==> src/bitmap_page_allocator_top_defines.svh <==
// ----------------------------------------------------------------------------
// Bitmap page allocator assertion macros
// Immediate-implication and next-cycle-implication checks on clk with rst.
// ----------------------------------------------------------------------------
`ifndef BITMAP_PAGE_ALLOCATOR_TOP_DEFINES_SVH
`define BITMAP_PAGE_ALLOCATOR_TOP_DEFINES_SVH

`ifndef SYNTHESIS

`define BPA_ASSERT_IMPL(lbl, ante, cons, msg) \
  lbl: assert property (@(posedge clk) disable iff (rst) (ante) |-> (cons)) \
    else $error(msg);

`define BPA_ASSERT_NEXT(lbl, ante, cons, msg) \
  lbl: assert property (@(posedge clk) disable iff (rst) (ante) |=> (cons)) \
    else $error(msg);

`else

`define BPA_ASSERT_IMPL(lbl, ante, cons, msg)

`define BPA_ASSERT_NEXT(lbl, ante, cons, msg)

`endif

`endif

==> src/bpa_step.sv <==
// ----------------------------------------------------------------------------
// Bitmap page allocator span unit
// From a bit offset in one word, report whether that page is used and how
// many pages from it onward share its state up to the end of the word.
// ----------------------------------------------------------------------------
`timescale 1ns / 1ps

module bpa_step #(
  parameter int WORD_BITS = 32,
  parameter int OW        = 6
) (
  input  logic [WORD_BITS-1:0] data,
  input  logic [OW-1:0]        offset,
  output logic                 used,
  output logic [OW-1:0]        span
);

  logic [WORD_BITS-1:0] rem;
  logic [WORD_BITS-1:0] tail;
  logic [WORD_BITS-1:0] diff;

  assign rem  = data >> offset;
  assign used = rem[0];
  // bits shifted in past the word end count as a change of state
  assign tail = ~({WORD_BITS{1'b1}} >> offset);
  assign diff = (rem ^ {WORD_BITS{rem[0]}}) | tail;

  // trailing-zero count of diff
  always_comb begin
    span = OW'(WORD_BITS);
    for (int i = WORD_BITS - 1; i >= 0; i--) begin
      if (diff[i]) begin
        span = OW'(i);
      end
    end
  end

endmodule
==> config.mk <==
export PLATFORM = sky130hd
export DESIGN_NAME = bpa_step
export DESIGN_NICKNAME = d
export VERILOG_FILES = /design/src/bitmap_page_allocator_top_defines.svh /design/src/bpa_step.sv
export SDC_FILE = /design/constraint.sdc
export NUM_CORES = 1
export LEC_CHECK = 0
export BUFFER_PORTS_ARGS = -buffer_cell sky130_fd_sc_hd__buf_2
export CORE_UTILIZATION = 40
export DETAILED_ROUTE_END_ITERATION = 8
export SLEW_MARGIN = 40
export SYNTH_ARGS = -nofsm -noshare
export SYNTH_HDL_FRONTEND = slang
export SYNTH_SLANG_ARGS = --single-unit
==> constraint.sdc <==
create_clock -name vclk -period 2.7
set_input_delay 0.135 -clock vclk [all_inputs]
set_output_delay 0.135 -clock vclk [all_outputs]
set_load 0.02 [all_outputs]
# ---- Word-level counts from Yosys, hierarchy flattened
# Index checks and enable logic that the tools add are counted.
dict set report totals {
  regBits 0
  inputBits 38
  output_inout_bits 7
  wordCells 37
}
dict set report op_classes {
  shift 2
  muxes 32
  bitwise 3
}
# cell count
set op_table {}
lappend op_table {{$mux 6} 32}
lappend op_table {{$not 32->32} 1}
lappend op_table {{$or 32x32->32} 1}
lappend op_table {{$shr 32x6->32} 1}
lappend op_table {{$shr 32x6->32 const A} 1}
lappend op_table {{$xor 32x32->32} 1}

# ---- Longest topological paths before layout
dict set report logic_depth {
  word_depth 35
  depth_mapped 14
  mapped_depth_nobuf 10
}

# ---- Worst setup path after synthesis
# OpenSTA, ideal clock, no wires.
dict set report synth_path {
  path_kind {input -> output}
  startpoint {in offset[2]}
  endpoint {out span[3]}
  arrival_time_ns 3.018
  t_required_ns 2.565
  slack_ns -0.453
  cell_stages 11
  cell_sequence {buf_2 > or2_1 > buf_2 > o22ai_2 > nor2_2 > or4_1 > a311o_1 > or3_1 > nor3_2 > nand2b_1 > a211oi_1}
}
dict set report synth_via {
  elab_chain_len 35
}
# element line
set synth_lines {}
lappend synth_lines {{start: declaration} bpa_step.sv:13} ;# input logic [OW-1:0] offset,
lappend synth_lines {{$shr 32x6->32, on equally long branches} {bpa_step.sv:22, bpa_step.sv:25}}
lappend synth_lines {{$xor 32x32->32 or $not 32->32 (tied branches)} {bpa_step.sv:26, bpa_step.sv:25}}
lappend synth_lines {{$or 32x32->32 (*)} bpa_step.sv:26} ;# assign diff = (rem ^ {WORD_BITS{rem[0]}}) | tail;
lappend synth_lines {{$mux 6 (31 in a row)} bpa_step.sv:32} ;# if (diff[i]) begin
lappend synth_lines {{$mux 6 (*)} bpa_step.sv:32}
lappend synth_lines {{end: declaration} bpa_step.sv:15} ;# output logic [OW-1:0] span
# Mark *: on every way between the ends. The rest lies on a longest branch, timed or not.

# ---- Worst setup path after layout
dict set report layout_path {
  startpoint {in offset[0]}
  endpoint {out span[1]}
}
# The elaborated chain is that of the path after synthesis.

==> metrics <==
failing checks negative setup slack; final net count 658; most frequent cells in the layout buf_4 (166), nand2_1 (46), buf_2 (38); Hold Path Class in -> out; Setup crit end span[1]; total power 1.27 mW; register area share after synthesis 0%; placed cell area 4960 um^2; largest net degree at the start of global routing 17; hold depth 5; Placement Rows 33; All-Layer GR Usage 32.7%; relative slew slack 63.6%; CLK BUF 0; Max Slew Vio Count 0; Ant. Diodes 0; crit start category primary input; maximum clock rate 0.311 GHz; top post-synthesis cells by area mux4_2 (20%), mux2i_1 (7.0%), nand2_1 (5.3%); first-pass GRT wire length 22500 um; DRT antenna net count 0; PD cells 231 nW/um^2; min Tclk post-route 3.22 ns; Total Wirelength 14300 um; Leak Pwr 2.29 nW; die width 94.3 um; DRC violations left 0; Final WS setup -0.520 ns; syn_area_per_cell 8.02 um^2; critical path class in -> out; fill count 706; mapped cell area 3410 um^2; Finished Core Util 67.1%; top cell type's share of synthesized area 19.8%; post-detail-place hpwl 11400 um; DRT iter0 DRCs 348; DRT Pass-1 Iters 5; Mapped Cells 425; Die ar. 8900 um^2; Synth area leader mux4_2; most common cell after layout, fill and taps aside buf_4; Crit path required time 2.57 ns; Setup violations, final 6; IO Port Bufs 45; DR vias/cell 6.08; FF+latch count 0; Layout area overhead 61.8%; number of distinct library cells after synthesis 77; initial antenna violation count 0; Worst EP arrival 3.09 ns; Post-Syn Nets 463; setup slack at placement -0.760 ns; grt ovf 0; die height 94.3 um; Top-Level Pins 45; VDD IR max 113 uV; crit-path max FO 8; Worst Hold Launch offset[5]; Hold Vio Cnt, Final 0; critical path endpoint category output port; hold_buf cts 0; Initial Utilization 41.5%; outcome finished with violations; YS warnings 0; gpl congestion 0.985; period utilisation layout 119%; core area 8220 um^2; detailed-route via count 4394; Seq. cell area 0 um^2; worst-margin pin slew 0.543 ns; number of global-route vias before repair 4311; RSZ-0062 raised after global routing true; number of max-cap violations 0; layout cell share with drive strength beyond 1 55.5%; fin area 5520 um^2; wire length per cell 19.8 um; crit path from offset[0]
[routing by layer]
metal,share of wire [%],track usage (%),vias to the layer above,wire length [um]
met5,0,0,-,0
met2,48,55.7,178,6810
met1,44,44.6,2105,6330
met4,2.5,6.92,0,352
li1,-,-,2083,-
met3,5.8,3.24,28,830
[kinds of logic (layout without fill, tap and decap cells)]
group           Yosys count  count (layout)  share of synthesized area [%]
buf+inv                  42             235                           7.52
mux                      80              80                           38.6
compound gates          113             113                           23.7
xor+xnor                 11              11                           2.83
simple gates            179             179                           27.3
[worst min-delay path by stage]
stage                   end  slack, ns
global route        span[0]       0.94
global placement    span[0]       0.90
CTS                 span[0]       0.90
finish              span[0]       0.92
detailed placement  span[0]       0.91
floorplan           span[5]       0.71
[metrics by stage]
step	hold slack, ns	instances	TNS [ns]
2_1_floorplan	0.708	425	-0.638
5_1_grt	0.939	723	-3.40
3_5_place_dp	0.908	705	-4.38
6_report	0.915	723	-2.68
4_1_cts	0.901	719	-2.71
3_3_place_gp	0.904	705	-4.08
[worst max-delay path: stages]
cell      delay, ns
buf_12         0.12
buf_12         0.14
buf_12         0.14
mux2_1         0.21
o22ai_2        0.11
nor4_2         0.32
nor3_2         0.09
buf_6          0.15
buf_4          0.13
buf_4          0.13
buf_4          0.14
o21ai_0        0.07
nand3b_1       0.14
or3_1          0.39
or4_4          0.43
o22ai_4        0.11
buf_6          0.13
[where the power goes]
group          total, mW  internal, mW  leakage (nW)  switching (mW)
registers              0             0             0               0
logic               1.27         0.659          2.29           0.614
clock network          0             0             0               0
[cell type report]
| type | instances | area (um^2) | share of cell area (%) |
|---|---|---|---|
| inverters | 7 | 32.5 | 0.590 |
| multi-input cells | 383 | 3510 | 63.6 |
| well taps | 105 | 131 | 2.38 |
| repair buffers | 228 | 1840 | 33.4 |
[synth_stat cells, types with 3 or more instances]
cell type / number
mux2_2: 8
a31oi_1: 4
buf_6: 3
a21o_1: 3
clkbuf_1: 11
a2111oi_0: 3
o21bai_1: 3
nor3_2: 3
mux4_1: 5
and2_1: 6
nor2_1: 39
mux2_4: 6
a211oi_1: 9
o22ai_2: 4
nand3_1: 9
nor2b_1: 3
nand3b_1: 4
buf_4: 4
nor4_1: 4
mux2_1: 6
xnor2_1: 11
o21ai_0: 15
or4_1: 3
inv_1: 3
or2_2: 6
buf_2: 11
o22ai_1: 7
nand4_1: 6
or3_1: 4
nand2_1: 48
a21oi_1: 21
mux4_2: 30
and3_1: 6
nor3_1: 13
nand2b_1: 11
o211ai_1: 8
mux2i_1: 24
o22a_1: 3
o21ai_1: 4
[timing repair]
item	CTS	global route
endpoints found under the hold margin	0	0
endpoints found under the setup margin	6	6
pin swaps	21	9
buffers inserted	11	3
resized for setup	63	26
gates cloned	3	1
Note: power is estimated with default switching activity, not from simulation.
